## src/sv/htfd_pkg.sv

```systemverilog
// ----------------------------------------------------------------------------
// Humidity and temperature frame decoder package
// Shared constants, register indexes, result types and the CRC-8 step.
// ----------------------------------------------------------------------------
package htfd_pkg;

  localparam logic [7:0]  CRC_POLY  = 8'h31;
  localparam logic [7:0]  CRC_INIT  = 8'hFF;
  localparam logic [15:0] RAW_T_BAD = 16'hFFFF;

  localparam logic [14:0] T_SCALE = 15'd17500;
  localparam logic [13:0] H_SCALE = 14'd10000;
  localparam logic signed [16:0] T_BIAS   = 17'sd4500;
  localparam logic signed [16:0] OFS_STEP = 17'sd10;
  localparam logic signed [16:0] H_MAX    = 17'sd9999;

  localparam logic [2:0] BYTE_T_HI = 3'd0;
  localparam logic [2:0] BYTE_T_LO = 3'd1;
  localparam logic [2:0] BYTE_CRC  = 3'd2;
  localparam logic [2:0] BYTE_H_HI = 3'd3;
  localparam logic [2:0] BYTE_H_LO = 3'd4;

  localparam logic REG_TEMP_OFS = 1'b0;
  localparam logic REG_HUM_OFS  = 1'b1;

  typedef struct packed {
    logic [15:0] raw_t;
    logic [15:0] raw_h;
    logic        crc_ok;
  } htfd_meas_t;

  typedef struct packed {
    logic signed [14:0] temperature_centi;
    logic [13:0]        humidity_centi;
    logic               frame_valid;
  } htfd_result_t;

  function automatic logic [7:0] crc8_byte(input logic [7:0] crc, input logic [7:0] b);
    logic [7:0] c;
    c = crc ^ b;
    for (int k = 0; k < 8; k++) begin
      c = c[7] ? ((c << 1) ^ CRC_POLY) : (c << 1);
    end
    return c;
  endfunction

endpackage

```

## src/sv/htfd_in_if.sv

```systemverilog
// ----------------------------------------------------------------------------
// Frame byte channel
// Valid/ready channel carrying one received frame byte and its start flag.
// ----------------------------------------------------------------------------
interface htfd_in_if;
  logic       valid;
  logic       ready;
  logic [7:0] rx_byte;
  logic       frame_start;

  modport source (output valid, rx_byte, frame_start, input ready);
  modport sink (input valid, rx_byte, frame_start, output ready);
endinterface

```

## src/sv/htfd_out_if.sv

```systemverilog
// ----------------------------------------------------------------------------
// Measurement result channel
// Valid/ready channel carrying one decoded temperature and humidity result.
// ----------------------------------------------------------------------------
interface htfd_out_if;
  logic               valid;
  logic               ready;
  logic signed [14:0] temperature_centi;
  logic [13:0]        humidity_centi;
  logic               frame_valid;

  modport source (output valid, temperature_centi, humidity_centi, frame_valid, input ready);
  modport sink (input valid, temperature_centi, humidity_centi, frame_valid, output ready);
endinterface

```

## src/sv/htfd_convert.sv

```systemverilog
// ----------------------------------------------------------------------------
// Measurement conversion
// Scales raw readings to hundredths, applies the offsets and clamps humidity.
// ----------------------------------------------------------------------------
module htfd_convert
  import htfd_pkg::*;
(
  input  htfd_meas_t         meas,
  input  logic signed [7:0]  temp_ofs,
  input  logic signed [7:0]  hum_ofs,
  output htfd_result_t       res
);

  logic [30:0]        t_prod;
  logic [29:0]        h_prod;
  logic signed [16:0] t_ofs10;
  logic signed [16:0] h_ofs10;
  logic signed [16:0] t_sum;
  logic signed [16:0] h_sum;
  logic [13:0]        h_clamp;

  always_comb begin
    t_prod  = 31'(T_SCALE) * 31'(meas.raw_t);
    h_prod  = 30'(H_SCALE) * 30'(meas.raw_h);
    t_ofs10 = 17'(temp_ofs) * OFS_STEP;
    h_ofs10 = 17'(hum_ofs) * OFS_STEP;
    t_sum   = $signed({2'b00, t_prod[30:16]}) - T_BIAS + t_ofs10;
    h_sum   = $signed({3'b000, h_prod[29:16]}) + h_ofs10;
    if (h_sum < 17'sd0) begin
      h_clamp = '0;
    end else if (h_sum > H_MAX) begin
      h_clamp = H_MAX[13:0];
    end else begin
      h_clamp = h_sum[13:0];
    end
    res.frame_valid       = meas.crc_ok;
    res.temperature_centi = meas.crc_ok ? t_sum[14:0] : '0;
    res.humidity_centi    = meas.crc_ok ? h_clamp : '0;
  end

endmodule

```

## src/sv/humidity_temp_frame_decoder.sv

```systemverilog
// ----------------------------------------------------------------------------
// Humidity and temperature frame decoder
// Assembles five-byte sensor frames, checks the temperature CRC-8 and gives
// one converted measurement per frame.
// ----------------------------------------------------------------------------
//  Channel   Direction  Moves
//  in_chan   sink       one frame byte and frame start flag per transfer
//  out_chan  source     temperature, humidity and validity per frame
//  APB       slave      two 8-bit offset registers at byte addresses 0 and 4
//
// One byte is taken in every cycle unless the input stalls; the result of the
// fifth byte passes through a capture register and the output register.
// Synchronous active-low reset clears the byte index and offsets and sets the CRC to its start value.
// A stalled result holds its register; the input stalls only when both
// result registers are full.
// ----------------------------------------------------------------------------
module humidity_temp_frame_decoder
  import htfd_pkg::*;
(
  input  logic         clk,
  input  logic         rst_n,
  htfd_in_if.sink      in_chan,
  htfd_out_if.source   out_chan,
  input  logic         psel,
  input  logic         penable,
  input  logic         pwrite,
  input  logic [2:0]   paddr,
  input  logic [31:0]  pwdata,
  output logic [31:0]  prdata,
  output logic         pready
);

  logic signed [7:0] temp_ofs_r;
  logic signed [7:0] hum_ofs_r;

  logic [2:0]  idx_r;
  logic [2:0]  idx_nxt;
  logic [7:0]  crc_r;
  logic [7:0]  crc_nxt;
  logic [15:0] raw_t_r;
  logic [15:0] raw_t_nxt;
  logic [7:0]  rcv_crc_r;
  logic [7:0]  rcv_crc_nxt;
  logic [7:0]  h_hi_r;
  logic [7:0]  h_hi_nxt;
  logic [2:0]  idx_eff;
  logic        in_xfer;
  logic        frame_done;

  logic         s1_vld_r;
  htfd_meas_t   s1_meas_r;
  htfd_meas_t   s1_meas_nxt;
  logic         s1_adv;
  htfd_result_t conv_res;
  logic         out_vld_r;
  htfd_result_t out_res_r;

  assign pready = 1'b1;

  always_ff @(posedge clk) begin
    if (!rst_n) begin
      temp_ofs_r <= '0;
      hum_ofs_r  <= '0;
    end else if (psel && penable && pwrite) begin
      unique case (paddr[2])
        REG_TEMP_OFS: temp_ofs_r <= pwdata[7:0];
        REG_HUM_OFS:  hum_ofs_r  <= pwdata[7:0];
        default:      ;
      endcase
    end
  end

  always_comb begin
    unique case (paddr[2])
      REG_TEMP_OFS: prdata = {24'b0, temp_ofs_r};
      REG_HUM_OFS:  prdata = {24'b0, hum_ofs_r};
      default:      prdata = '0;
    endcase
  end

  assign s1_adv        = !out_vld_r || out_chan.ready;
  assign in_chan.ready = !s1_vld_r || s1_adv;
  assign in_xfer       = in_chan.valid && in_chan.ready;

  always_comb begin
    idx_eff     = (in_chan.frame_start || idx_r > BYTE_H_LO) ? BYTE_T_HI : idx_r;
    idx_nxt     = idx_r;
    crc_nxt     = crc_r;
    raw_t_nxt   = raw_t_r;
    rcv_crc_nxt = rcv_crc_r;
    h_hi_nxt    = h_hi_r;
    frame_done  = 1'b0;
    s1_meas_nxt.raw_t  = raw_t_r;
    s1_meas_nxt.raw_h  = {h_hi_r, in_chan.rx_byte};
    s1_meas_nxt.crc_ok = (crc_r == rcv_crc_r) && (raw_t_r != RAW_T_BAD);
    unique case (idx_eff)
      BYTE_T_HI: begin
        raw_t_nxt = {in_chan.rx_byte, raw_t_r[7:0]};
        crc_nxt   = crc8_byte(CRC_INIT, in_chan.rx_byte);
        idx_nxt   = BYTE_T_LO;
      end
      BYTE_T_LO: begin
        raw_t_nxt = {raw_t_r[15:8], in_chan.rx_byte};
        crc_nxt   = crc8_byte(crc_r, in_chan.rx_byte);
        idx_nxt   = BYTE_CRC;
      end
      BYTE_CRC: begin
        rcv_crc_nxt = in_chan.rx_byte;
        idx_nxt     = BYTE_H_HI;
      end
      BYTE_H_HI: begin
        h_hi_nxt = in_chan.rx_byte;
        idx_nxt  = BYTE_H_LO;
      end
      default: begin
        frame_done = 1'b1;
        idx_nxt    = BYTE_T_HI;
        crc_nxt    = CRC_INIT;
      end
    endcase
  end

  always_ff @(posedge clk) begin
    if (!rst_n) begin
      idx_r     <= BYTE_T_HI;
      crc_r     <= CRC_INIT;
      raw_t_r   <= '0;
      rcv_crc_r <= '0;
      h_hi_r    <= '0;
    end else if (in_xfer) begin
      idx_r     <= idx_nxt;
      crc_r     <= crc_nxt;
      raw_t_r   <= raw_t_nxt;
      rcv_crc_r <= rcv_crc_nxt;
      h_hi_r    <= h_hi_nxt;
    end
  end

  always_ff @(posedge clk) begin
    if (!rst_n) begin
      s1_vld_r <= 1'b0;
    end else if (in_xfer && frame_done) begin
      s1_vld_r <= 1'b1;
    end else if (s1_adv) begin
      s1_vld_r <= 1'b0;
    end
  end

  always_ff @(posedge clk) begin
    if (in_xfer && frame_done) begin
      s1_meas_r <= s1_meas_nxt;
    end
  end

  htfd_convert u_convert (
    .meas     (s1_meas_r),
    .temp_ofs (temp_ofs_r),
    .hum_ofs  (hum_ofs_r),
    .res      (conv_res)
  );

  always_ff @(posedge clk) begin
    if (!rst_n) begin
      out_vld_r <= 1'b0;
    end else if (s1_adv) begin
      out_vld_r <= s1_vld_r;
    end
  end

  always_ff @(posedge clk) begin
    if (s1_adv && s1_vld_r) begin
      out_res_r <= conv_res;
    end
  end

  assign out_chan.valid             = out_vld_r;
  assign out_chan.temperature_centi = out_res_r.temperature_centi;
  assign out_chan.humidity_centi    = out_res_r.humidity_centi;
  assign out_chan.frame_valid       = out_res_r.frame_valid;

  a_idx_range: assert property (@(posedge clk) disable iff (!rst_n)
    idx_r <= BYTE_H_LO)
    else $error("byte index beyond the last frame byte");

  a_bad_zero: assert property (@(posedge clk) disable iff (!rst_n)
    out_vld_r && !out_res_r.frame_valid |->
      out_res_r.temperature_centi == 15'sd0 && out_res_r.humidity_centi == 14'd0)
    else $error("invalid frame result carries non-zero readings");

  a_hum_max: assert property (@(posedge clk) disable iff (!rst_n)
    out_vld_r |-> out_res_r.humidity_centi <= H_MAX[13:0])
    else $error("humidity result above the clamp limit");

  a_frame_capture: assert property (@(posedge clk) disable iff (!rst_n)
    in_xfer && frame_done |=> s1_vld_r)
    else $error("completed frame not captured");

endmodule

```

## src/flat_wrapper.sv

```systemverilog
// flat-port wrapper written by rule: the top's interface ports become plain ports
module humidity_temp_frame_decoder_flat import htfd_pkg::*;
  (clk, rst_n, psel, penable, pwrite, paddr, pwdata, prdata, pready, in_chan_valid, in_chan_rx_byte, in_chan_frame_start, in_chan_ready, out_chan_valid, out_chan_temperature_centi, out_chan_humidity_centi, out_chan_frame_valid, out_chan_ready);
  htfd_in_if in_chan_i ();
  htfd_out_if out_chan_i ();
  input  logic clk;
  input  logic rst_n;
  input  logic psel;
  input  logic penable;
  input  logic pwrite;
  input  logic [2:0] paddr;
  input  logic [31:0] pwdata;
  output logic [31:0] prdata;
  output logic pready;
  input wire logic [$bits(in_chan_i.valid)-1:0] in_chan_valid;
  input wire logic [$bits(in_chan_i.rx_byte)-1:0] in_chan_rx_byte;
  input wire logic [$bits(in_chan_i.frame_start)-1:0] in_chan_frame_start;
  output wire logic [$bits(in_chan_i.ready)-1:0] in_chan_ready;
  output wire logic [$bits(out_chan_i.valid)-1:0] out_chan_valid;
  output wire logic [$bits(out_chan_i.temperature_centi)-1:0] out_chan_temperature_centi;
  output wire logic [$bits(out_chan_i.humidity_centi)-1:0] out_chan_humidity_centi;
  output wire logic [$bits(out_chan_i.frame_valid)-1:0] out_chan_frame_valid;
  input wire logic [$bits(out_chan_i.ready)-1:0] out_chan_ready;
  assign in_chan_i.valid = in_chan_valid;
  assign in_chan_i.rx_byte = in_chan_rx_byte;
  assign in_chan_i.frame_start = in_chan_frame_start;
  assign in_chan_ready = in_chan_i.ready;
  assign out_chan_valid = out_chan_i.valid;
  assign out_chan_temperature_centi = out_chan_i.temperature_centi;
  assign out_chan_humidity_centi = out_chan_i.humidity_centi;
  assign out_chan_frame_valid = out_chan_i.frame_valid;
  assign out_chan_i.ready = out_chan_ready;
  humidity_temp_frame_decoder u_core (.clk(clk), .rst_n(rst_n), .in_chan(in_chan_i), .out_chan(out_chan_i), .psel(psel), .penable(penable), .pwrite(pwrite), .paddr(paddr), .pwdata(pwdata), .prdata(prdata), .pready(pready));
endmodule
```

## config.mk

```make
export PLATFORM = sky130hd
export DESIGN_NAME = humidity_temp_frame_decoder_flat
export DESIGN_NICKNAME = d
export VERILOG_FILES = /design/src/sv/htfd_pkg.sv /design/src/sv/htfd_in_if.sv /design/src/sv/htfd_out_if.sv /design/src/sv/htfd_convert.sv /design/src/sv/humidity_temp_frame_decoder.sv /design/src/flat_wrapper.sv
export SDC_FILE = /design/constraint.sdc
export NUM_CORES = 1
export LEC_CHECK = 0
export BUFFER_PORTS_ARGS = -buffer_cell sky130_fd_sc_hd__buf_2
export CAP_MARGIN = 30
export CORE_AREA = 2 2 146 148
export CTS_CLUSTER_SIZE = 20
export DETAILED_ROUTE_END_ITERATION = 8
export DIE_AREA = 0 0 148 150
export GPL_ROUTABILITY_DRIVEN = 0
export PLACE_DENSITY = 0.81
export SYNTH_ARGS = -nofsm -noshare
export SYNTH_HDL_FRONTEND = slang
export SYNTH_SLANG_ARGS = --single-unit
```

## constraint.sdc

```tcl
create_clock -name clk -period 7.35 [get_ports clk]
set_input_delay 1.1025 -clock clk [delete_from_list [all_inputs] [get_ports clk]]
set_output_delay 1.1025 -clock clk [all_outputs]
set_load 0.01 [all_outputs]
```

==> results by group <==
Timing
  • Fin. Hold Viols: 0
  • Fin worst setup slack: around 220 ps
  • Period minus WS final: 7130 ps
  • Worst-case clock skew: just under 10 ps
  • Worst slew pin tran: 982 ps
  • Fin crit share: around 97%
  • Max frequency: ~0.14 GHz
  • Final setup violation count: 0
  • Unrepaired setup endpoints after global routing: true
  • Final Max Slew Viols: 0
  • Worst rel slew slack: between 30% and 40%

Pwr
  • Worst VDD drop: roughly 0.14 mV
  • Power per cell area: approximately 130 nW/um^2
  • Leak: around 7.0 nW

Synth
  • Share of the yosys chip area belonging to registers: between 20% and 30%
  • Synth Area in Compound Gates: between 10 and 15%
  • Synth Area in Adders: a little over a third
  • EDFF count, synth: between 60 and 70
  • Ys Warns: 0
  • Synth Flop Type: edfxtp_1
  • Yosys reg bits: 124
  • Largest family of logic cells by synthesized area: adder cells
  • Post-synth cell types: 67
  • Mapped Cells: ~1300
  • Post-synth top area cell: ha_1
  • Fraction of registers with async set/reset: 0%
  • Post-synthesis mux area share: under 10%
  • Avg Cell Area, Syn: ~9.5 sq um
  • Area share of the largest cell type after synthesis: a little under a quarter
  • Top post-synthesis cells by area: ha_1 (23%), edfxtp_1 (15%), fa_1 (13%)
  • Simple-gate portion of the synthesized area: 9.75%
  • Post-Synth XOR/XNOR Area: under 10%
  • Synthesized area: roughly 13000 sq um

Drt
  • Post-route ant nets: 0
  • Routed WL: 25500 um
  • Drt pass-1 iters: 5
  • Via count: 9146
  • Via/cell ratio: about 5.5
  • Wire per inst: around 15 um
  • DR iter-0 viols: 378
  • # DRC: 0

Setup path
  • RR Endpoint: u_core.out_chan.temperature_centi[14]
  • Slowest CP cell: fa_1
  • Crit-path max FO: 5
  • Most frequent CP cell: ha_1
  • Reg2Reg Setup Slack: around 220 ps
  • Critical path launch point type: register
  • CP Class: register to register
  • Required time worst endpoint: around 7500 ps
  • Origin of the critical flop-to-flop path: u_core.s1_meas_r[21]
  • Arrival time worst endpoint: around 7300 ps
  • Crit path capture type: register
  • R2R cell count: 32
  • CP peak stage delay: between 500 and 600 ps

Min path
  • Sink of the worst hold path: u_core.s1_meas_r[9]
  • Min-delay src: u_core.h_hi_r[0]
  • Hold WC Path Type: register to register
  • Hold path depth: 0

Job
  • Max-cap viol count: 0

Floorplan
  • Row count: 53
  • Initial core utilization: 60.5%
  • IO Count: about 120
  • Die width: between 100 and 150 um
  • Die height: roughly 150 um
  • Core area: between 20000 and 25000 sq um
  • Die ar.: 22200 sq um

Final layout
  • Final instance count without filler cells: roughly 1700
  • Share of layout cells above drive strength 1: a little over 10%
  • ANT cells: 0
  • Final #Nets: roughly 1700
  • Finished Cell Area: between 10000 and 15000 sq um
  • Layout overhead on the synthesized area: 10.0%

Placement
  • Post-placement worst setup slack: about 210 ps
  • Post-DP HPWL: about 19000 um
  • # port buffers: 64
  • DP Area: about 13000 sq um
  • Cell count after placement: approximately 1600

Clocking
  • Clk_lat worst skew: between 400 and 500 ps
  • Root buffer cell: clkbuf_16
  • H-tree levels: 4
  • Clock sinks: approximately 120
  • Hold-fix buffers, CTS: 0
  • CTS max path bufs: 2
  • CTS clk-pin slew, worst paths: ~70 ps
  • CTS tree: built
  • Number of buffers created by CTS: 17

Global route
  • Largest net degree at the start of global routing: 62
  • Total Routing Usage GR: 23.3%
  • Vias in the first global route: between 9000 and 10000
  • Initial antenna violation count: 0
  • Grt ovf: 0
  • First-pass GRT wire length: 41700 um

Outcome
  • Status: completed
-- Yosys cell counts (all sizes together) (4+ instances only) --
master and instances:
a211oi 10, mux2i 17, nand3 19, nand4 10, o21ai 36, mux2 7, nor2b 31, edfxtp 63
o31ai 4, nand2b 6, ha 228, a21boi 38, nor2 49, and2 9, buf 25, dfxtp 61
o21a 10, o211ai 6, o21bai 9, inv 255, clkbuf 25, a21oi 52, or3 6, fa 82
nand2 99, nor3 17, a21o 11, xnor2 57, xor2 31, a221oi 5
-- cell families after synthesis --
group,count (synthesis)
compound gates,202
xor+xnor,89
fa+ha+maj,310
buf+inv,305
flops,124
mux,24
other cells,2
simple gates,258
-- worst max-delay path by stage --
stage	depth (start not counted)	start	slack [ps]	to
6_report	32	u_core.s1_meas_r[21]	220	u_core.out_chan.temperature_centi[14]
5_1_grt	32	u_core.s1_meas_r[21]	-90	u_core.out_chan.temperature_centi[14]
4_1_cts	32	u_core.s1_meas_r[21]	160	u_core.out_chan.temperature_centi[14]
3_5_place_dp	31	u_core.s1_meas_r[21]	210	u_core.out_chan.temperature_centi[14]
3_3_place_gp	32	u_core.s1_meas_r[21]	340	u_core.out_chan.temperature_centi[14]
2_1_floorplan	30	u_core.s1_meas_r[21]	800	u_core.out_chan.temperature_centi[14]
-- critical path, delay by kind of cell (launching register included) --
family,cells,cell delay (ps)
xor gates and xnor gates,2,490
AOI/OAI and AO/OA,11,2150
adders and majority gates,8,2690
buffers and inverters,6,410
and+or+nand+nor,5,590
DFF,1,510
-- layer usage --
| metal | GRT usage, % | share of wire (%) | vias to the layer above |
|---|---|---|---|
| li1 | - | - | 4458 |
| met1 | 28.0 | 42 | 4454 |
| met2 | 42.2 | 52 | 182 |
| met3 | 4.21 | 3.7 | 52 |
| met4 | 8.00 | 2.2 | 0 |
| met5 | 0 | 0 | - |
-- state kept, by name, indices dropped and copies added (netlist names), 3 cells and up --
register	flops
u_core.out_chan.humidity_centi	14
u_core.temp_ofs_r	8
u_core.rcv_crc_r	8
u_core.raw_t_r	16
u_core.s1_meas_r	33
u_core.crc_r	8
u_core.hum_ofs_r	8
u_core.h_hi_r	8
u_core.idx_r	3
u_core.out_chan.temperature_centi	15
-- timing repair --
action / 4_1_cts / 5_1_grt
endpoints found under the setup margin: 0 / 16
hold endpoints to repair: 0 / 0
resized for setup: 0 / 16
buffers inserted: 0 / 9
-- power breakdown --
part	internal (mW)	switching (mW)	leakage [nW]
Clock	0.513	0.364	0.292
Combinational	0.0822	0.115	5.58
Sequential	0.734	0.0146	1.08
-- final cells by class --
cell class,instances,area [sq um]
Multi-Input combinational cell,908,8340
Fill cell,1572,6910
Sequential cell,124,3110
Inverter,255,957
Clock buffer,17,425
Timing Repair Buffer,78,425
Tap cell,275,344
Clock inverter,15,176
-- cell usage in the layout (no fill, tap or decap), drive strengths merged, types with 19 or more instances in the layout --
cell,netlist,routed
o21ai,36,36
conb,2,25
nor2,49,49
buf,25,78
inv,255,265
nand3,19,19
nand2,99,99
nor2b,31,31
ha,228,228
edfxtp,63,63
a21oi,52,52
dfxtp,61,61
fa,82,82
xor2,31,31
a21boi,38,38
xnor2,57,57
-- metrics by stage --
| step | TNS, ps | utilization [%] | power [mW] | hold WS [ps] |
|---|---|---|---|---|
| CTS | 0 | 65.9 | 1.82 | 432 |
| global route | -315 | 66.6 | 1.88 | 442 |
| floorplan | 0 | - | 0.915 | 408 |
| detailed placement | 0 | 63.0 | 0.947 | 416 |
| global placement | 0 | 63.0 | 0.942 | 412 |
| finish | 0 | 66.6 | 1.82 | 434 |
Note: power is estimated with default switching activity, not from simulation.
